<file path="src/sv/owc_pkg.sv">
package owc_pkg;

  localparam int NUM_LINES      = 8;
  localparam int BYTE_GAP_TICKS = 5;
  localparam int READ_LOW_TICKS = 1;

  localparam int LINE_W = 3;
  localparam int TICK_W = 10;
  localparam int CFG_W  = 10;

  typedef enum logic [1:0] {
    CMD_NONE  = 2'd0,
    CMD_RESET = 2'd1,
    CMD_WRITE = 2'd2,
    CMD_READ  = 2'd3
  } cmd_t;

  typedef enum logic [1:0] {
    STS_PRESENCE = 2'd0,
    STS_ABSENT   = 2'd1,
    STS_SHORTED  = 2'd2
  } rst_status_t;

  typedef enum logic [2:0] {
    REG_RESET_LOW     = 3'd0,
    REG_PRESENCE_WAIT = 3'd1,
    REG_RESET_TAIL    = 3'd2,
    REG_ZERO_LOW      = 3'd3,
    REG_ONE_LOW       = 3'd4,
    REG_WRITE_SLOT    = 3'd5,
    REG_READ_SAMPLE   = 3'd6,
    REG_READ_TAIL     = 3'd7
  } cfg_idx_t;

  typedef enum logic [6:0] {
    PH_IDLE     = 7'b0000001,
    PH_RST_LOW  = 7'b0000010,
    PH_RST_WAIT = 7'b0000100,
    PH_RST_TAIL = 7'b0001000,
    PH_WR_SLOT  = 7'b0010000,
    PH_WR_GAP   = 7'b0100000,
    PH_RD_SLOT  = 7'b1000000
  } phase_t;

  typedef struct packed {
    logic [9:0] reset_low_time;
    logic [9:0] presence_wait_time;
    logic [9:0] reset_tail_time;
    logic [7:0] zero_low_time;
    logic [7:0] one_low_time;
    logic [7:0] write_slot_time;
    logic [7:0] read_sample_delay;
    logic [7:0] read_tail_time;
  } timing_t;

  typedef struct packed {
    logic              drive_low;
    logic [LINE_W-1:0] active_line;
    logic              busy_res;
    logic              done_res;
    logic [1:0]        reset_status;
    logic [7:0]        read_data;
  } result_t;

  function automatic logic [9:0] min1_10(input logic [9:0] v);
    return (v == 10'd0) ? 10'd1 : v;
  endfunction

  function automatic logic [7:0] min1_8(input logic [7:0] v);
    return (v == 8'd0) ? 8'd1 : v;
  endfunction

endpackage

</file>
<file path="src/sv/owc_cfg_regs.sv">
module owc_cfg_regs (
  input  logic                  clk,
  input  logic                  rst_n,
  input  logic                  cfg_valid,
  output logic                  cfg_ready,
  input  logic [2:0]            cfg_index,
  input  logic [9:0]            cfg_data,
  output owc_pkg::timing_t      timing
);

  owc_pkg::timing_t timing_r;
  logic             wr_en;

  assign cfg_ready = 1'b1;
  assign wr_en     = cfg_valid && cfg_ready;
  assign timing    = timing_r;

  always_ff @(posedge clk) begin
    if (!rst_n) begin
      timing_r.reset_low_time     <= 10'd480;
      timing_r.presence_wait_time <= 10'd66;
      timing_r.reset_tail_time    <= 10'd240;
      timing_r.zero_low_time      <= 8'd60;
      timing_r.one_low_time       <= 8'd10;
      timing_r.write_slot_time    <= 8'd64;
      timing_r.read_sample_delay  <= 8'd10;
      timing_r.read_tail_time     <= 8'd50;
    end else if (wr_en) begin
      unique case (owc_pkg::cfg_idx_t'(cfg_index))
        owc_pkg::REG_RESET_LOW:     timing_r.reset_low_time     <= cfg_data;
        owc_pkg::REG_PRESENCE_WAIT: timing_r.presence_wait_time <= cfg_data;
        owc_pkg::REG_RESET_TAIL:    timing_r.reset_tail_time    <= cfg_data;
        owc_pkg::REG_ZERO_LOW:      timing_r.zero_low_time      <= cfg_data[7:0];
        owc_pkg::REG_ONE_LOW:       timing_r.one_low_time       <= cfg_data[7:0];
        owc_pkg::REG_WRITE_SLOT:    timing_r.write_slot_time    <= cfg_data[7:0];
        owc_pkg::REG_READ_SAMPLE:   timing_r.read_sample_delay  <= cfg_data[7:0];
        owc_pkg::REG_READ_TAIL:     timing_r.read_tail_time     <= cfg_data[7:0];
        default: ;
      endcase
    end
  end

endmodule

</file>
<file path="src/sv/owc_seq.sv">
module owc_seq (
  input  logic                          clk,
  input  logic                          rst_n,
  input  logic                          step,
  input  logic                          line_level,
  input  logic [1:0]                    cmd,
  input  logic [owc_pkg::LINE_W-1:0]    line_index,
  input  logic [7:0]                    write_data,
  input  owc_pkg::timing_t              timing,
  output owc_pkg::result_t              res
);

  owc_pkg::phase_t                   phase_r, phase_nxt, ph;
  logic [owc_pkg::TICK_W-1:0]        tick_r, tick_nxt, tick;
  logic [3:0]                        bit_r, bit_nxt, bidx, bidx_inc;
  logic [7:0]                        shift_r, shift_nxt, sb;
  logic [1:0]                        status_r, status_nxt;
  logic [owc_pkg::LINE_W-1:0]        line_r, line_nxt;
  logic [7:0]                        rdata_r, rdata_nxt;
  logic                              start;
  logic [owc_pkg::TICK_W:0]          tick_inc;
  logic [7:0]                        wr_low;
  logic [8:0]                        wr_slot;
  logic [9:0]                        rd_sample;
  logic [9:0]                        rd_slot;

  always_comb begin
    ph       = phase_r;
    tick     = tick_r;
    bidx     = bit_r;
    sb       = shift_r;
    line_nxt = line_r;
    start    = (phase_r == owc_pkg::PH_IDLE) && (owc_pkg::cmd_t'(cmd) != owc_pkg::CMD_NONE) &&
               ({1'b0, line_index} < 4'(owc_pkg::NUM_LINES));
    if (start) begin
      line_nxt = line_index;
      tick     = '0;
      bidx     = '0;
      sb       = (owc_pkg::cmd_t'(cmd) == owc_pkg::CMD_WRITE) ? write_data : 8'd0;
      unique case (owc_pkg::cmd_t'(cmd))
        owc_pkg::CMD_RESET: ph = owc_pkg::PH_RST_LOW;
        owc_pkg::CMD_WRITE: ph = owc_pkg::PH_WR_SLOT;
        default:            ph = owc_pkg::PH_RD_SLOT;
      endcase
    end

    tick_inc  = {1'b0, tick} + 11'd1;
    bidx_inc  = bidx + 4'd1;
    wr_low    = sb[0] ? owc_pkg::min1_8(timing.one_low_time)
                      : owc_pkg::min1_8(timing.zero_low_time);
    wr_slot   = (timing.write_slot_time > wr_low) ? {1'b0, timing.write_slot_time}
                                                  : {1'b0, wr_low} + 9'd1;
    rd_sample = 10'(owc_pkg::READ_LOW_TICKS) + {2'b0, owc_pkg::min1_8(timing.read_sample_delay)}
                - 10'd1;
    rd_slot   = rd_sample + 10'd1 + {2'b0, owc_pkg::min1_8(timing.read_tail_time)};

    phase_nxt  = ph;
    tick_nxt   = tick;
    bit_nxt    = bidx;
    shift_nxt  = sb;
    status_nxt = status_r;
    rdata_nxt  = rdata_r;
    res.drive_low = 1'b0;
    res.done_res  = 1'b0;
    res.busy_res  = (ph != owc_pkg::PH_IDLE);

    unique case (ph)
      owc_pkg::PH_IDLE: ;
      owc_pkg::PH_RST_LOW: begin
        res.drive_low = 1'b1;
        if (tick_inc >= {1'b0, owc_pkg::min1_10(timing.reset_low_time)}) begin
          phase_nxt = owc_pkg::PH_RST_WAIT;
          tick_nxt  = '0;
        end else begin
          tick_nxt = tick_inc[owc_pkg::TICK_W-1:0];
        end
      end
      owc_pkg::PH_RST_WAIT: begin
        // hold the presence sample in the shift register until the short check
        if (tick_inc >= {1'b0, owc_pkg::min1_10(timing.presence_wait_time)}) begin
          shift_nxt = {7'd0, line_level};
          phase_nxt = owc_pkg::PH_RST_TAIL;
          tick_nxt  = '0;
        end else begin
          tick_nxt = tick_inc[owc_pkg::TICK_W-1:0];
        end
      end
      owc_pkg::PH_RST_TAIL: begin
        if (tick_inc >= {1'b0, owc_pkg::min1_10(timing.reset_tail_time)}) begin
          status_nxt   = line_level ? (sb[0] ? owc_pkg::STS_ABSENT : owc_pkg::STS_PRESENCE)
                                    : owc_pkg::STS_SHORTED;
          res.done_res = 1'b1;
          phase_nxt    = owc_pkg::PH_IDLE;
          tick_nxt     = '0;
        end else begin
          tick_nxt = tick_inc[owc_pkg::TICK_W-1:0];
        end
      end
      owc_pkg::PH_WR_SLOT: begin
        res.drive_low = ({1'b0, tick} < {3'b0, wr_low});
        if (tick_inc >= {2'b0, wr_slot}) begin
          shift_nxt = {1'b0, sb[7:1]};
          bit_nxt   = bidx_inc;
          tick_nxt  = '0;
          if (bidx_inc[3]) begin
            if (owc_pkg::BYTE_GAP_TICKS == 0) begin
              res.done_res = 1'b1;
              phase_nxt    = owc_pkg::PH_IDLE;
            end else begin
              phase_nxt = owc_pkg::PH_WR_GAP;
            end
          end
        end else begin
          tick_nxt = tick_inc[owc_pkg::TICK_W-1:0];
        end
      end
      owc_pkg::PH_WR_GAP: begin
        if (tick_inc >= 11'(owc_pkg::BYTE_GAP_TICKS)) begin
          res.done_res = 1'b1;
          phase_nxt    = owc_pkg::PH_IDLE;
          tick_nxt     = '0;
        end else begin
          tick_nxt = tick_inc[owc_pkg::TICK_W-1:0];
        end
      end
      owc_pkg::PH_RD_SLOT: begin
        res.drive_low = (tick < 10'(owc_pkg::READ_LOW_TICKS));
        if ((tick == rd_sample) && line_level) begin
          shift_nxt = sb | (8'd1 << bidx[2:0]);
        end
        if (tick_inc >= {1'b0, rd_slot}) begin
          bit_nxt  = bidx_inc;
          tick_nxt = '0;
          if (bidx_inc[3]) begin
            rdata_nxt    = shift_nxt;
            res.done_res = 1'b1;
            phase_nxt    = owc_pkg::PH_IDLE;
          end
        end else begin
          tick_nxt = tick_inc[owc_pkg::TICK_W-1:0];
        end
      end
      default: begin
        phase_nxt = owc_pkg::PH_IDLE;
        tick_nxt  = '0;
      end
    endcase

    res.active_line  = line_nxt;
    res.reset_status = status_nxt;
    res.read_data    = rdata_nxt;
  end

  always_ff @(posedge clk) begin
    if (!rst_n) begin
      phase_r  <= owc_pkg::PH_IDLE;
      tick_r   <= '0;
      bit_r    <= '0;
      shift_r  <= '0;
      status_r <= '0;
      line_r   <= '0;
      rdata_r  <= '0;
    end else if (step) begin
      phase_r  <= phase_nxt;
      tick_r   <= tick_nxt;
      bit_r    <= bit_nxt;
      shift_r  <= shift_nxt;
      status_r <= status_nxt;
      line_r   <= line_nxt;
      rdata_r  <= rdata_nxt;
    end
  end

  a_done_busy: assert property (@(posedge clk) disable iff (!rst_n)
    res.done_res |-> res.busy_res)
    else $error("done without busy");

  a_drive_busy: assert property (@(posedge clk) disable iff (!rst_n)
    res.drive_low |-> res.busy_res)
    else $error("line driven while idle");

  a_bit_range: assert property (@(posedge clk) disable iff (!rst_n)
    (bit_r <= 4'd8))
    else $error("bit index past byte end");

  a_idle_after_done: assert property (@(posedge clk) disable iff (!rst_n)
    (step && res.done_res) |=> (phase_r == owc_pkg::PH_IDLE))
    else $error("sequencer not idle after completion");

endmodule

</file>
<file path="src/sv/owc_out_buf.sv">
module owc_out_buf (
  input  logic              clk,
  input  logic              rst_n,
  input  logic              push,
  output logic              can_push,
  input  owc_pkg::result_t  push_res,
  output logic              out_valid,
  input  logic              out_ready,
  output owc_pkg::result_t  out_res
);

  logic             out_valid_r, out_valid_nxt;
  logic             skid_valid_r, skid_valid_nxt;
  owc_pkg::result_t out_res_r, skid_res_r;
  logic             pop;

  assign can_push  = !skid_valid_r;
  assign out_valid = out_valid_r;
  assign out_res   = out_res_r;
  assign pop       = out_valid_r && out_ready;

  always_comb begin
    out_valid_nxt  = out_valid_r;
    skid_valid_nxt = skid_valid_r;
    if (pop) begin
      out_valid_nxt  = skid_valid_r || push;
      skid_valid_nxt = skid_valid_r && push;
    end else if (push) begin
      out_valid_nxt  = 1'b1;
      skid_valid_nxt = out_valid_r;
    end
  end

  always_ff @(posedge clk) begin
    if (!rst_n) begin
      out_valid_r  <= 1'b0;
      skid_valid_r <= 1'b0;
    end else begin
      out_valid_r  <= out_valid_nxt;
      skid_valid_r <= skid_valid_nxt;
    end
  end

  // advance skid into the output slot first, keep arrival order
  always_ff @(posedge clk) begin
    if (pop && skid_valid_r) begin
      out_res_r <= skid_res_r;
    end else if (push && (!out_valid_r || pop)) begin
      out_res_r <= push_res;
    end
    if (push && out_valid_r && !(pop && !skid_valid_r)) begin
      skid_res_r <= push_res;
    end
  end

  a_skid_implies_out: assert property (@(posedge clk) disable iff (!rst_n)
    skid_valid_r |-> out_valid_r)
    else $error("skid holds a request while output slot empty");

endmodule

</file>
<file path="src/sv/one_wire_bus_master_core.sv">
// One-Wire bus master. Each accepted request is one microsecond tick carrying the sampled
// line level and an optional command (reset, write byte, read byte); each tick yields exactly
// one result describing the drive level, busy/done flags and the last reset status and read
// byte. A request is accepted every clock cycle while in_ready is high: the sequencer
// updates its phase and tick counter on each accepted request and the result is registered
// in a two-entry output buffer; in_ready drops only when both entries are full. Timing registers
// are written via the cfg_ port (always ready); the user must do so only while no command runs.
module one_wire_bus_master_core (
  input  logic                        clk,
  input  logic                        rst_n,
  input  logic                        in_valid,
  output logic                        in_ready,
  input  logic                        in_line_level,
  input  logic [1:0]                  in_cmd,
  input  logic [owc_pkg::LINE_W-1:0]  in_line_index,
  input  logic [7:0]                  in_write_data,
  output logic                        out_valid,
  input  logic                        out_ready,
  output logic                        out_drive_low,
  output logic [owc_pkg::LINE_W-1:0]  out_active_line,
  output logic                        out_busy_res,
  output logic                        out_done_res,
  output logic [1:0]                  out_reset_status,
  output logic [7:0]                  out_read_data,
  input  logic                        cfg_valid,
  output logic                        cfg_ready,
  input  logic [2:0]                  cfg_index,
  input  logic [owc_pkg::CFG_W-1:0]   cfg_data
);

  owc_pkg::timing_t timing;
  owc_pkg::result_t seq_res, buf_res;
  logic             step;

  assign step = in_valid && in_ready;

  owc_cfg_regs u_cfg (
    .clk       (clk),
    .rst_n     (rst_n),
    .cfg_valid (cfg_valid),
    .cfg_ready (cfg_ready),
    .cfg_index (cfg_index),
    .cfg_data  (cfg_data),
    .timing    (timing)
  );

  owc_seq u_seq (
    .clk        (clk),
    .rst_n      (rst_n),
    .step       (step),
    .line_level (in_line_level),
    .cmd        (in_cmd),
    .line_index (in_line_index),
    .write_data (in_write_data),
    .timing     (timing),
    .res        (seq_res)
  );

  owc_out_buf u_buf (
    .clk       (clk),
    .rst_n     (rst_n),
    .push      (step),
    .can_push  (in_ready),
    .push_res  (seq_res),
    .out_valid (out_valid),
    .out_ready (out_ready),
    .out_res   (buf_res)
  );

  assign out_drive_low    = buf_res.drive_low;
  assign out_active_line  = buf_res.active_line;
  assign out_busy_res     = buf_res.busy_res;
  assign out_done_res     = buf_res.done_res;
  assign out_reset_status = buf_res.reset_status;
  assign out_read_data    = buf_res.read_data;

endmodule
</file>
<file path="config.mk">
export PLATFORM = sky130hd
export DESIGN_NAME = one_wire_bus_master_core
export DESIGN_NICKNAME = d
export VERILOG_FILES = /design/src/sv/owc_pkg.sv /design/src/sv/owc_cfg_regs.sv /design/src/sv/owc_seq.sv /design/src/sv/owc_out_buf.sv /design/src/sv/one_wire_bus_master_core.sv
export SDC_FILE = /design/constraint.sdc
export NUM_CORES = 1
export LEC_CHECK = 0
export ABC_AREA = 1
export ABC_CLOCK_PERIOD_IN_PS = 5850
export BUFFER_PORTS_ARGS = -buffer_cell sky130_fd_sc_hd__buf_2
export CAP_MARGIN = 25
export CELL_PAD_IN_SITES_DETAIL_PLACEMENT = 0
export CELL_PAD_IN_SITES_GLOBAL_PLACEMENT = 1
export CORE_UTILIZATION = 40
export CTS_CLUSTER_DIAMETER = 30
export DETAILED_ROUTE_END_ITERATION = 8
export HOLD_SLACK_MARGIN = 0.08
export PLACE_DENSITY = 0.82
export SLEW_MARGIN = 20
export SYNTH_ARGS = -nofsm -noshare
export SYNTH_HDL_FRONTEND = slang
export SYNTH_HIERARCHICAL = 1
export SYNTH_SLANG_ARGS = --single-unit
</file>
<file path="constraint.sdc">
create_clock -name clk -period 5.85 [get_ports clk]
set_clock_uncertainty 0.1 [all_clocks]
set_input_delay 0.8775 -clock clk [delete_from_list [all_inputs] [get_ports clk]]
set_output_delay 0.8775 -clock clk [all_outputs]
set_load 0.1 [all_outputs]
</file>
* Yosys cells after proc, flatten, opt, wreduce, memory -nomap -nowiden
Index checks and enable logic that the tools add are counted.
** Word-level totals
- Register bits :: 146
- Latch bits :: 0
- RAM bits :: 0
- Memory bits (read-only) :: 0
- Word-level logic and storage cells :: 158
- Memories kept :: 0
** Cells by class
- Add/subtract/negate cells :: 7
- Multiply operators :: 0
- Div/mod/pow operators :: 0
- Magnitude comparators :: 9
- Eq/ne operators :: 19
- Shift-type cells :: 1
- Muxes and demuxes :: 58
- Bitwise operators :: 1
- Reduce and logical (&&, ||, !) cells :: 34
** Operators with widths (count)
- $mux W8 :: 13
- $mux W10 :: 10
- $pmux W10 S7 :: 1
- $mux W7 :: 9
- $pmux W7 S7 :: 1
- $ge A11 B10 Y1 :: 4
- $logic_not A8 Y1 :: 4
- $mux W16 :: 2
- $logic_not A10 Y1 :: 3
- $pmux W8 S3 :: 1
- $reduce_and A2 Y1 :: 8
- $eq A7 B1 Y1 const B :: 2
- $pmux W7 S2 :: 1
- $eq A3 B3 Y1 const B :: 4
- $mux W4 :: 3
- $add A10 B1 Y11 const B :: 1
- $ge A11 B3 Y1 const B :: 1
- $ge A11 B9 Y1 :: 1
- $add A10 B1 Y10 const B :: 1
- $add A10 B8 Y10 :: 1
- $eq A10 B10 Y1 :: 1
- $logic_and A1 B1 Y1 :: 10
- $lt A10 B1 Y1 const B :: 1
- $lt A10 B8 Y1 :: 1
- other kinds (28) :: 45

* Longest topological paths before layout
Gate-level depths: netlist of run 1.
- Depth after elaboration :: 12
- Mapped depth :: 37
- Mapped depth without buffers :: 36

* Hierarchy
Netlist of run 1, hierarchy kept.
** By module, submodules not included
- owc_seq :: times used 1, cells an instance 1039, area an instance 6241.0 µm², seq. area each 840.8 µm²
- owc_cfg_regs :: times used 1, cells an instance 387, area an instance 2710.1 µm², seq. area each 1401.3 µm²
- owc_out_buf :: times used 1, cells an instance 102, area an instance 1376.3 µm², seq. area each 1001.0 µm²
- one_wire_bus_master_core :: times used 1, cells an instance 2, area an instance 7.5 µm², seq. area each 0.0 µm²

* Worst setup path after synthesis of run 1
OpenSTA, ideal clock, no wires.
- Path kind :: in2reg
- From :: input in_cmd[0]
- To :: register u_seq.bit_r[0]
- Library setup time :: 109 ps
- Arrival time :: 4979 ps
- Data required time :: 5641 ps
- Setup slack :: 662 ps
- Stages on the path :: 32
- Cell sequence :: inv_1 > ha_1 > nor2_1 > nand2_4 > nor2_8 > nand3_2 > nand2_2 > buf_6 > inv_4 > or2_2 > o21ai_0 > ha_1 > nand2_1 > nor2_1 > a211oi_1 > nand2_2 > nand2_4 > buf_6 > o21ai_2 > ha_1 > a21oi_1 > nor2_1 > nor3_1 > o21ai_0 > a21oi_1 > nand2_2 > nand2_2 > nand2_2 > a21oi_1 > o21ai_1 > nand2_1 > inv_1
** On the way
- Cells in the longest elaborated chain, start to end :: 9
** Ends and longest elaborated chain
- start, declared :: RTL line one_wire_bus_master_core.sv:14 : input logic [1:0] in_cmd,
- $eq A2 B2 Y1 / $reduce_bool A2 Y1 (equally long branches) :: RTL line owc_seq.sv:39, owc_seq.sv:40, owc_seq.sv:33
- $mux W8 / $logic_and A1 B1 Y1 (equally long branches) :: RTL line owc_seq.sv:39, owc_seq.sv:33
- $mux W8 :: RTL line owc_seq.sv:35 : if (start) begin
- $mux W8 :: RTL line owc_seq.sv:49 : wr_low = sb[0] ? owc_pkg::min1_8(timing.one_low_time)
- $add A8 B1 Y9 / $gt A8 B8 Y1 (equally long branches) :: RTL line owc_seq.sv:52, owc_seq.sv:51
- $mux W9 :: RTL line owc_seq.sv:51 : wr_slot = (timing.write_slot_time > wr_low) ? {1'b0, timing.write_slot_time}
- $ge A11 B9 Y1 :: RTL line owc_seq.sv:101 : if (tick_inc >= {2'b0, wr_slot}) begin
- $mux W4 :: RTL line owc_seq.sv:101
- $pmux W4 S2 * :: RTL line owc_seq.sv:67 : unique case (ph)
- end signal, assigned :: RTL line owc_seq.sv:166 : bit_r <= bit_nxt;
- end, declared :: RTL line owc_seq.sv:15 : logic [3:0] bit_r, bit_nxt, bidx, bidx_inc;
Every way passes the cells marked *; elsewhere a longest branch is shown, timed or not.
A chain may end at the register's enable or synchronous reset.

* Worst setup path in the final report of run 1
- From :: input in_cmd[0]
- To :: register u_seq.shift_r[0]
** On the way
- Cells in the longest elaborated chain, start to end :: 9
** Ends and longest elaborated chain
- $eq A2 B2 Y1 / $reduce_bool A2 Y1 (equally long branches) :: RTL line owc_seq.sv:39, owc_seq.sv:40, owc_seq.sv:33
- $mux W8 / $logic_and A1 B1 Y1 (equally long branches) :: RTL line owc_seq.sv:39, owc_seq.sv:33
- $mux W8 :: RTL line owc_seq.sv:35
- $mux W8 :: RTL line owc_seq.sv:49
- $add A8 B1 Y9 / $gt A8 B8 Y1 (equally long branches) :: RTL line owc_seq.sv:52, owc_seq.sv:51
- $mux W9 :: RTL line owc_seq.sv:51
- $ge A11 B9 Y1 :: RTL line owc_seq.sv:101
- $mux W8 :: RTL line owc_seq.sv:101
- $pmux W8 S3 * :: RTL line owc_seq.sv:67
- end signal, assigned :: RTL line owc_seq.sv:167 : shift_r <= shift_nxt;
- end, declared :: RTL line owc_seq.sv:16 : logic [7:0] shift_r, shift_nxt, sb;
Marks and branches as above.

==> results of run 1 <==
flip-flops by register name, indices dropped and copies added (netlist names):
signal              count
u_cfg/timing           70
u_seq/tick_r           10
u_buf/out_valid         1
u_seq/line_r            3
u_seq/shift_r           8
u_seq/bit_r             4
u_seq/phase_r           7
u_seq/rdata_r           8
u_seq/status_r          2
u_buf/out_res          16
u_buf/skid_valid_r      1
u_buf/skid_res_r       16
kinds of logic (layout without fill, tap and decap cells):
logic type / Yosys count / count (layout)
other: 1 / 1
flip-flops: 146 / 146
buffers and inverters: 267 / 310
adder cells (fa/ha/maj): 81 / 81
AND/OR/NAND/NOR: 832 / 832
AO/OA/AOI/OAI: 185 / 185
XOR/XNOR: 18 / 18
per-stage QoR:
| step | instance area, µm² | util |
|---|---|---|
| floorplan | 10330 | - |
| global placement | 10830 | 0.4287 |
| detailed placement | 10880 | 0.4309 |
| CTS | 11480 | 0.4545 |
| global route | 11480 | 0.4545 |
| finish | 11480 | 0.4545 |
critical path: cells and delay by family:
kind                     cells  cell delay (ns)
AND/OR/NAND/NOR             16             1.77
AO/OA/AOI/OAI                7             1.02
adder cells (fa/ha/maj)      3             0.86
buffers and inverters        5             0.75
how the worst max path moves through the flow:
stage / startpoint / endpoint / slack [ns] / depth (start not counted)
after detailed placement: in_cmd[0] / u_seq/shift_r[0] / 0.41 / 30
after floorplan: in_cmd[0] / u_seq/bit_r[0] / 0.66 / 32
after global routing: in_cmd[0] / u_seq/bit_r[2] / 0.42 / 32
after global placement: in_cmd[0] / u_seq/shift_r[0] / 0.49 / 30
after CTS: in_cmd[0] / u_seq/shift_r[0] / 0.84 / 30
final: in_cmd[0] / u_seq/shift_r[0] / 0.80 / 31
layer usage:
metal / track usage / vias to the layer above / share of wire
met1: 0.3104 / 4531 / 0.47
met3: 0.03387 / 51 / 0.047
met2: 0.3797 / 266 / 0.46
met4: 0.07392 / 0 / 0.023
li1: - / 5022 / -
met5: 0 / - / 0
layout make-up:
cell class / instances / area [µm²] / share of cell area
Timing Repair Buffer: 74 / 473.0 / 0.04120
Inverter: 204 / 768.2 / 0.06693
Sequential cell: 146 / 3243 / 0.2825
Clock inverter: 15 / 171.4 / 0.01493
Multi-Input combinational cell: 1117 / 5984 / 0.5214
Clock buffer: 17 / 425.4 / 0.03706
Tap cell: 330 / 412.9 / 0.03597
where the power goes:
part | internal (mW) | switching, mW
Sequential | 1.08 | 0.0296
Clock | 0.641 | 0.497
Combinational | 0.164 | 0.401
Total | 1.88 | 0.928
layout by cell type, fill, tap and decap left out, drive strengths merged:
master and n:
a41oi 1, xnor2 6, o32ai 1, o21ai 83, o22ai 1, o21bai 1, nand4 31, o21a 2
nor2 213, nand2 384, clkinvlp 4, dfxtp 114, o211ai 2, nor3 20, fa 1, buf 74
edfxtp 32, nor4 12, inv 210, and2 2, a31o 5, xor2 12, a211oi 1, conb 1
a31oi 5, ha 80, nand3b 3, bufinv 2, clkinv 3, or2 4, nor4b 1, nand3 161
clkbuf 17, a21o 2, a21oi 81, nor3b 1
==> results.sh, run 1 <==
export IMPL_h_tree_depth=4
export IMPL_ctsResizeCount=0
export IMPL_dpl_hpwl_um=21870
export IMPL_drt_initial_drc_count=718
export IMPL_ys_warnings_count=6
export IMPL_globalRouteOverflowTotal=0
export IMPL_pre_cts_ws_ns=0.4059
export IMPL_syn_num_nets=1643
export IMPL_muxShareOfSynthArea=0
export IMPL_hold_end="u_seq/tick_r[9]"
export IMPL_antenna_found_initial=0
export IMPL_clk_pin_slew_ns=0.07
export IMPL_start_util=0.4092
export IMPL_grt_start_max_net_pins=85
export IMPL_power_density_nw_per_um2=245.0
export IMPL_fillCellCount=2627
export IMPL_cts_root_buf="clkbuf_16"
export IMPL_syn_area_per_cell_um2=6.755
export IMPL_grt_setup_unrepaired="no"
export IMPL_netlist_area_um2=10330
export IMPL_synthTopCellsByArea="dfxtp_1, nand2_1, ha_1, edfxtp_1, nand3_1"
export IMPL_routed_wl_um=29670
export IMPL_setup_viol=0
export IMPL_synth_ff_type="dfxtp_1"
export IMPL_synth_top_area_frac=0.2208
export IMPL_ys_ff_latch=146
export IMPL_cts_tree="done"
export IMPL_portBuffers=49
export IMPL_start_kind="primary input"
export IMPL_synth_seq_area_share=0.3138
export IMPL_cts_sinks=146
export IMPL_synth_commonest_cells="nand2_1, inv_1, nor2_1, nand3_1, dfxtp_1"
export IMPL_cp_max_fo=17
export IMPL_tightest_slew_ns=0.9060
export IMPL_cp_common_cell="nand2_1"
export IMPL_maxCapViolations=0
export IMPL_max_freq_mhz=198.1
export IMPL_finalHoldViolCount=0
export IMPL_synth_fa_ha_area_frac=0.09879
export IMPL_placed_cells=1871
export IMPL_post_drt_wl_per_cell_um=15.59
export IMPL_worstHoldStart="u_seq/tick_r[9]"
export IMPL_hold_ws_ns=0.3653
export IMPL_cp_end_kind="flop"
export IMPL_synth_edff_count=32
export IMPL_slew_headroom=0.3960
export IMPL_drcViolationCount=0
export IMPL_fin_setup_tns_ns=0
export IMPL_drive_gt1_frac=0.1265
export IMPL_first_pass_iters=6
export IMPL_ys_async_sr_fraction=0
export IMPL_slowest_stage="ha_1"
export IMPL_required_ns=6.11
export IMPL_pin_count=51
export IMPL_final_cells=1903
export IMPL_grt_pass1_vias=9179
export IMPL_r2r_start="u_cfg/timing[15]"
export IMPL_r2r_end="u_buf/out_res[7]"
export IMPL_period_share=0.8631
export IMPL_insertion_delay_ns=0.43
export IMPL_vias=9870
export IMPL_clk_path_buf_depth=2
export IMPL_power_total_mw=2.813
export IMPL_leakage_nw=5.592
export IMPL_reg2reg_depth=23
export IMPL_grtUsageTotal=0.2313
export IMPL_dieArea_um2=26480
export IMPL_coreArea_um2=25250
export IMPL_die_w_um=162.7
export IMPL_synth_simple_area_share=0.3599
export IMPL_critPathArrivalTime_ns=5.30
export IMPL_finalNetCount=1673
export IMPL_cts_setup_buffers=0
export IMPL_synth_most_common_cell="nand2_1"
export IMPL_synth_compound_area_frac=0.1047
export IMPL_rows=58
export IMPL_max_stage_delay_ns=0.33
export IMPL_rrSetupSlack_ns=1.16
export IMPL_ant_nets=0
export IMPL_grt_pass1_wl_um=48320
export IMPL_ctsHoldBuffers=0
export IMPL_slew_viol_final=0
export IMPL_period_needed_ns=5.049
export IMPL_synth_cells=1530
export IMPL_place_congestion=0.9427
export IMPL_peakVddDrop_v=0.0001497
export IMPL_die_h_um=162.7
export IMPL_synth_top_family_by_area="simple AND/OR/NAND/NOR gates"
export IMPL_avgViaCountPerCell=5.187
export IMPL_path_class="in -> reg"
export IMPL_antennaDiodeCount=0
export IMPL_yosys_area_top_type="dfxtp_1"
export IMPL_status="finished, final reports clean"
export IMPL_hold_path_class="reg -> reg"
export IMPL_hold_path_depth=2
export IMPL_area_growth_pct=11.07
export IMPL_setup_ws_ns=0.8012
export IMPL_cts_buffers=17
export IMPL_synth_xor_area_share=0.01525
export IMPL_synth_distinct_cells=53
Note: power is estimated with default switching activity, not from simulation.
==> run 2: changes to the inputs <==
--- a/config.mk
+++ b/config.mk
@@ -6,7 +6,7 @@
 export NUM_CORES = 1
 export LEC_CHECK = 0
 export ABC_AREA = 1
-export ABC_CLOCK_PERIOD_IN_PS = 5850
+export ABC_CLOCK_PERIOD_IN_PS = 5100
 export BUFFER_PORTS_ARGS = -buffer_cell sky130_fd_sc_hd__buf_2
 export CAP_MARGIN = 25
 export CELL_PAD_IN_SITES_DETAIL_PLACEMENT = 0
@@ -15,9 +15,8 @@
 export CTS_CLUSTER_DIAMETER = 30
 export DETAILED_ROUTE_END_ITERATION = 8
 export HOLD_SLACK_MARGIN = 0.08
-export PLACE_DENSITY = 0.82
+export PLACE_DENSITY = 0.81
 export SLEW_MARGIN = 20
 export SYNTH_ARGS = -nofsm -noshare
 export SYNTH_HDL_FRONTEND = slang
-export SYNTH_HIERARCHICAL = 1
 export SYNTH_SLANG_ARGS = --single-unit
==> constraint.sdc (replaced) <==
create_clock -name clk -period 5.1 [get_ports clk]
set_clock_uncertainty 0.1 [all_clocks]
set_input_delay 0.765 -clock clk [delete_from_list [all_inputs] [get_ports clk]]
set_output_delay 0.765 -clock clk [all_outputs]
set_load 0.1 [all_outputs]
==> results.sh, run 2 <==
export IMPL_required_ns=5.36
export IMPL_synth_cells=1378
export IMPL_cts_tree="done"
export IMPL_cts_sinks=146
export IMPL_rows=56
export IMPL_netlist_area_um2=9718
export IMPL_routed_wl_um=27390
export IMPL_syn_area_per_cell_um2=7.052
export IMPL_area_growth_pct=14.21
export IMPL_leakage_nw=5.301
export IMPL_r2r_end="u_seq.tick_r[7]"
export IMPL_setup_viol=0
export IMPL_path_class="in -> reg"
export IMPL_period_needed_ns=4.692
export IMPL_max_stage_delay_ns=0.30
export IMPL_synth_commonest_cells="nand2_1, inv_1, nor2_1, dfxtp_1, a21oi_1"
export IMPL_cts_root_buf="clkbuf_16"
export IMPL_yosys_area_top_type="dfxtp_1"
export IMPL_grt_pass1_wl_um=43860
export IMPL_antennaDiodeCount=0
export IMPL_synthTopCellsByArea="dfxtp_1, ha_1, nand2_1, edfxtp_1, inv_1"
export IMPL_ctsHoldBuffers=0
export IMPL_coreArea_um2=23680
export IMPL_synth_seq_area_share=0.3337
export IMPL_drcViolationCount=0
export IMPL_grt_start_max_net_pins=48
export IMPL_cp_end_kind="flop"
export IMPL_crit_start="in_cmd[0]"
export IMPL_pin_count=51
export IMPL_largest_reg_flops=70
export IMPL_slowest_stage="ha_1"
export IMPL_synth_ff_type="dfxtp_1"
export IMPL_globalRouteOverflowTotal=0
export IMPL_start_kind="primary input"
export IMPL_clk_path_buf_depth=2
export IMPL_peakVddDrop_v=0.0002262
export IMPL_slew_viol_final=0
export IMPL_hold_end="u_cfg.timing[40]"
export IMPL_slew_headroom=0.4171
export IMPL_cts_buffers=17
export IMPL_placed_area_um2=10460
export IMPL_die_h_um=157.9
export IMPL_max_freq_mhz=213.1
export IMPL_post_drt_wl_per_cell_um=15.48
export IMPL_grt_setup_unrepaired="yes"
export IMPL_tightest_slew_ns=0.8711
export IMPL_h_tree_depth=4
export IMPL_dieArea_um2=24920
export IMPL_drive_gt1_frac=0.1316
export IMPL_critPathArrivalTime_ns=4.95
export IMPL_cts_setup_buffers=0
export IMPL_grt_pass1_vias=8397
export IMPL_avgViaCountPerCell=5.156
export IMPL_ys_async_sr_fraction=0
export IMPL_hold_path_depth=2
export IMPL_reg2reg_depth=31
export IMPL_ys_ff_latch=146
export IMPL_vias=9126
export IMPL_ys_warnings_count=0
export IMPL_antenna_found_initial=0
export IMPL_ant_nets=0
export IMPL_hold_path_class="reg -> reg"
export IMPL_drt_initial_drc_count=666
export IMPL_fillCellCount=2490
export IMPL_start_util=0.4103
export IMPL_maxCapViolations=0
export IMPL_first_pass_iters=6
export IMPL_ctsResizeCount=0
export IMPL_grtUsageTotal=0.2276
export IMPL_power_density_nw_per_um2=285.8
export IMPL_synth_edff_count=32
export IMPL_fin_setup_tns_ns=0
export IMPL_rrSetupSlack_ns=0.75
export IMPL_finalNetCount=1555
export IMPL_r2r_start="u_seq.phase_r[0]"
export IMPL_finalHoldViolCount=0
export IMPL_hold_ws_ns=0.3568
export IMPL_synth_distinct_cells=54
export IMPL_mostFrequentLayoutCell="nand2_1"
export IMPL_period_share=0.9201
export IMPL_insertion_delay_ns=0.44
export IMPL_status="finished, final reports clean"
export IMPL_clk_pin_slew_ns=0.07
export IMPL_worstHoldStart="u_cfg.timing[40]"
export IMPL_final_cell_mix="nand2_1, inv_1, nor2_1"
export IMPL_synth_top_area_frac=0.2348
export IMPL_cp_max_fo=11
export IMPL_die_w_um=157.9
export IMPL_synth_most_common_cell="nand2_1"
export IMPL_place_congestion=0.8906
export IMPL_dpl_hpwl_um=19830
export IMPL_portBuffers=49
export IMPL_fin_area_um2=11100
export IMPL_cp_common_cell="nand2_1"
[run 2: cell types whose count changed in the layout (fill, tap and decap cells not counted), sizes merged, moves of 11 or more]
cell and change:
nand2 -111, nor2 -73, nand3 -68, o21ai +44
a21oi +30, buf +23, o211ai +20, inv +11
[run 2: worst max-delay path, delay by kind of cell]
| kind | cells | cell delay (ns) |
|---|---|---|
| buffers and inverters | 6 | 0.74 |
| adders and majority gates | 3 | 0.69 |
| and+or+nand+nor | 20 | 2.06 |
| AOI/OAI and AO/OA | 6 | 0.67 |
[run 2: kinds of logic after synthesis]
logic type,after synthesis,synth area share
fa+ha+maj,85,0.1102
flops,146,0.3337
mux,4,0.004120
compound gates,287,0.1640
simple gates,564,0.2612
other cells,1,0.0003859
buf+inv,274,0.1110
xor+xnor,17,0.01532
[run 2: area by class of cell]
cell class,count,area [µm²],area share
tap,319,399.1,0.03596
multi-input combinational,959,5426,0.4889
clock buffer,17,425.4,0.03833
timing repair buffer,97,605.6,0.05456
sequential,146,3243,0.2922
clock inverter,15,185.2,0.01668
inverter,217,814.5,0.07339
[run 2: worst max-delay path by stage]
stage	end	slack (ns)
final	u_seq.tick_r[7]	0.41
after global routing	u_seq.tick_r[8]	-0.04
after CTS	u_seq.bit_r[2]	0.38
after detailed placement	u_seq.bit_r[2]	-0.06
after global placement	u_seq.bit_r[2]	0.05
after floorplan	u_seq.bit_r[3]	0.37
[run 2: layer usage]
layer	vias up	global-route usage	routed length, µm
met5	-	0	0
met1	4180	0.3080	13330
li1	4666	-	-
met2	248	0.3742	12260
met3	32	0.03039	1362
met4	0	0.06842	437
[run 2: where the power goes]
part           leakage (nW)  switching (mW)  internal [mW]
Combinational          3.77           0.423          0.174
Sequential             1.23          0.0250           1.24
Clock                 0.293           0.644          0.668
[run 2: metrics by stage]
step	cells	power (mW)	util	worst slack, ns
after floorplan	1379	1.723	-	0.3667
after global placement	1738	1.872	0.4418	0.05208
after detailed placement	1738	1.879	0.4418	-0.05655
after CTS	1770	3.185	0.4676	0.3846
after global routing	1770	3.303	0.4687	-0.04280
final	1770	3.172	0.4687	0.4076
==> run 3: changes to the inputs <==
--- a/config.mk
+++ b/config.mk
@@ -7,15 +7,16 @@
 export LEC_CHECK = 0
 export ABC_AREA = 1
 export ABC_CLOCK_PERIOD_IN_PS = 5100
-export BUFFER_PORTS_ARGS = -buffer_cell sky130_fd_sc_hd__buf_2
 export CAP_MARGIN = 25
 export CELL_PAD_IN_SITES_DETAIL_PLACEMENT = 0
 export CELL_PAD_IN_SITES_GLOBAL_PLACEMENT = 1
 export CORE_UTILIZATION = 40
 export CTS_CLUSTER_DIAMETER = 30
 export DETAILED_ROUTE_END_ITERATION = 8
+export DONT_BUFFER_PORTS = 1
 export HOLD_SLACK_MARGIN = 0.08
-export PLACE_DENSITY = 0.81
+export MAX_ROUTING_LAYER = met4
+export PLACE_DENSITY = 0.79
 export SLEW_MARGIN = 20
 export SYNTH_ARGS = -nofsm -noshare
 export SYNTH_HDL_FRONTEND = slang
==> results.sh, run 3 (synthesized netlist as in run 2, its figures left out) <==
export IMPL_cts_tree="done"
export IMPL_period_share=0.9117
export IMPL_grt_start_max_net_pins=86
export IMPL_place_congestion=0.8827
export IMPL_pre_cts_ws_ns=-0.02749
export IMPL_path_class="in -> reg"
export IMPL_grt_pass1_wl_um=44160
export IMPL_cts_root_buf="clkbuf_16"
export IMPL_ant_nets=0
export IMPL_status="finished, final reports clean"
export IMPL_max_stage_delay_ns=0.30
export IMPL_clk_path_buf_depth=2
export IMPL_vias=8902
export IMPL_largest_reg_flops=70
export IMPL_peakVddDrop_v=0.0002253
export IMPL_coreArea_um2=23680
export IMPL_cts_buffers=17
export IMPL_area_growth_pct=11.32
export IMPL_critPathArrivalTime_ns=4.88
export IMPL_cp_end_kind="flop"
export IMPL_rows=56
export IMPL_max_freq_mhz=215.1
export IMPL_setup_ws_ns=0.4501
export IMPL_pin_count=51
export IMPL_maxCapViolations=0
export IMPL_setup_viol=0
export IMPL_cp_common_cell="nand2_1"
export IMPL_finalNetCount=1499
export IMPL_start_kind="primary input"
export IMPL_drcViolationCount=0
export IMPL_tightest_slew_ns=0.9825
export IMPL_fin_setup_tns_ns=0
export IMPL_grt_pass1_vias=8238
export IMPL_avgViaCountPerCell=5.194
export IMPL_hold_ws_ns=0.3409
export IMPL_power_total_mw=3.109
export IMPL_required_ns=5.33
export IMPL_finalHoldViolCount=0
export IMPL_fin_area_um2=10820
export IMPL_drt_initial_drc_count=618
export IMPL_placed_area_um2=10180
export IMPL_die_w_um=157.9
export IMPL_dieArea_um2=24920
export IMPL_antennaDiodeCount=0
export IMPL_grt_setup_unrepaired="no"
export IMPL_h_tree_depth=4
export IMPL_globalRouteOverflowTotal=0
export IMPL_drive_gt1_frac=0.09606
export IMPL_slew_headroom=0.3441
export IMPL_cts_sinks=146
export IMPL_period_needed_ns=4.650
export IMPL_cp_max_fo=10
export IMPL_power_density_nw_per_um2=287.4
export IMPL_leakage_nw=5.078
export IMPL_final_cell_mix="nand2_1, inv_1, nor2_1"
export IMPL_ctsHoldBuffers=0
export IMPL_hold_path_class="in -> reg"
export IMPL_start_util=0.4103
export IMPL_antenna_found_initial=0
export IMPL_clk_pin_slew_ns=0.07
export IMPL_portBuffers=0
export IMPL_dpl_hpwl_um=19690
export IMPL_insertion_delay_ns=0.44
export IMPL_slew_viol_final=0
export IMPL_post_drt_wl_per_cell_um=15.85
export IMPL_grtUsageTotal=0.2353
export IMPL_slowest_stage="or2_2"
export IMPL_first_pass_iters=6
export IMPL_routed_wl_um=27160
export IMPL_mostFrequentLayoutCell="nand2_1"
export IMPL_die_h_um=157.9
-- run 3: cell count changes in the layout (fill, tap and decap cells not counted), moves of 2 or more --
cell	delta
buf_12	+2
buf_2	-49
o21ai_0	-2
o21ai_1	+2
buf_4	-10
-- run 3: what timing repair did --
action,4_1_cts,5_1_grt
resized for setup,0,6
setup buffers,0,0
setup endpoints to repair,0,18
endpoints found under the hold margin,0,0
-- run 3: worst paths after layout --
| kind | startpoint | to | slack, ns | depth (start not counted) |
|---|---|---|---|---|
| worst max-delay path | in_cmd[0] | u_seq.shift_r[1] | 0.45 | 34 |
| worst min-delay path | rst_n | u_cfg.timing[68] | 0.34 | 1 |
| worst max register to register | u_seq.phase_r[4] | u_seq.shift_r[1] | 0.67 | 32 |
| worst min register to register | u_cfg.timing[50] | u_cfg.timing[50] | 0.36 | 2 |
-- run 3: power breakdown --
part           internal, mW  switching (mW)  leakage [nW]
combinational         0.151           0.299          3.55
clock                 0.669           0.635         0.294
sequential             1.24           0.116          1.23
-- run 3: final cells by class --
| type | instances | area, µm² |
|---|---|---|
| multi-input cells | 959 | 5408 |
| inverters | 217 | 814.5 |
| flip-flops and latches | 146 | 3243 |
| fillers | 2493 | 12860 |
| repair buffers | 41 | 340.3 |
| well taps | 319 | 399.1 |
| clock buffers | 17 | 425.4 |
| clock inverters | 15 | 187.7 |
-- run 3: stage by stage --
stage,utilization,std cells
floorplan,-,1379
global placement,0.4299,1681
detailed placement,0.4299,1681
CTS,0.4558,1713
global route,0.4568,1714
finish,0.4568,1714
-- run 3: critical path, delay by kind of cell --
family | cells | cell delay [ns]
buf+inv | 5 | 0.55
mux | 1 | 0.23
compound gates | 8 | 0.80
simple gates | 17 | 1.80
fa+ha+maj | 3 | 0.72
-- run 3: per-layer routing --
metal | up-vias | global-route usage | wire (µm)
li1 | 4553 | - | -
met1 | 4068 | 0.3108 | 13060
met2 | 246 | 0.3759 | 12440
met3 | 35 | 0.02710 | 1207
met4 | 0 | 0.07074 | 454
met5 | - | - | 0
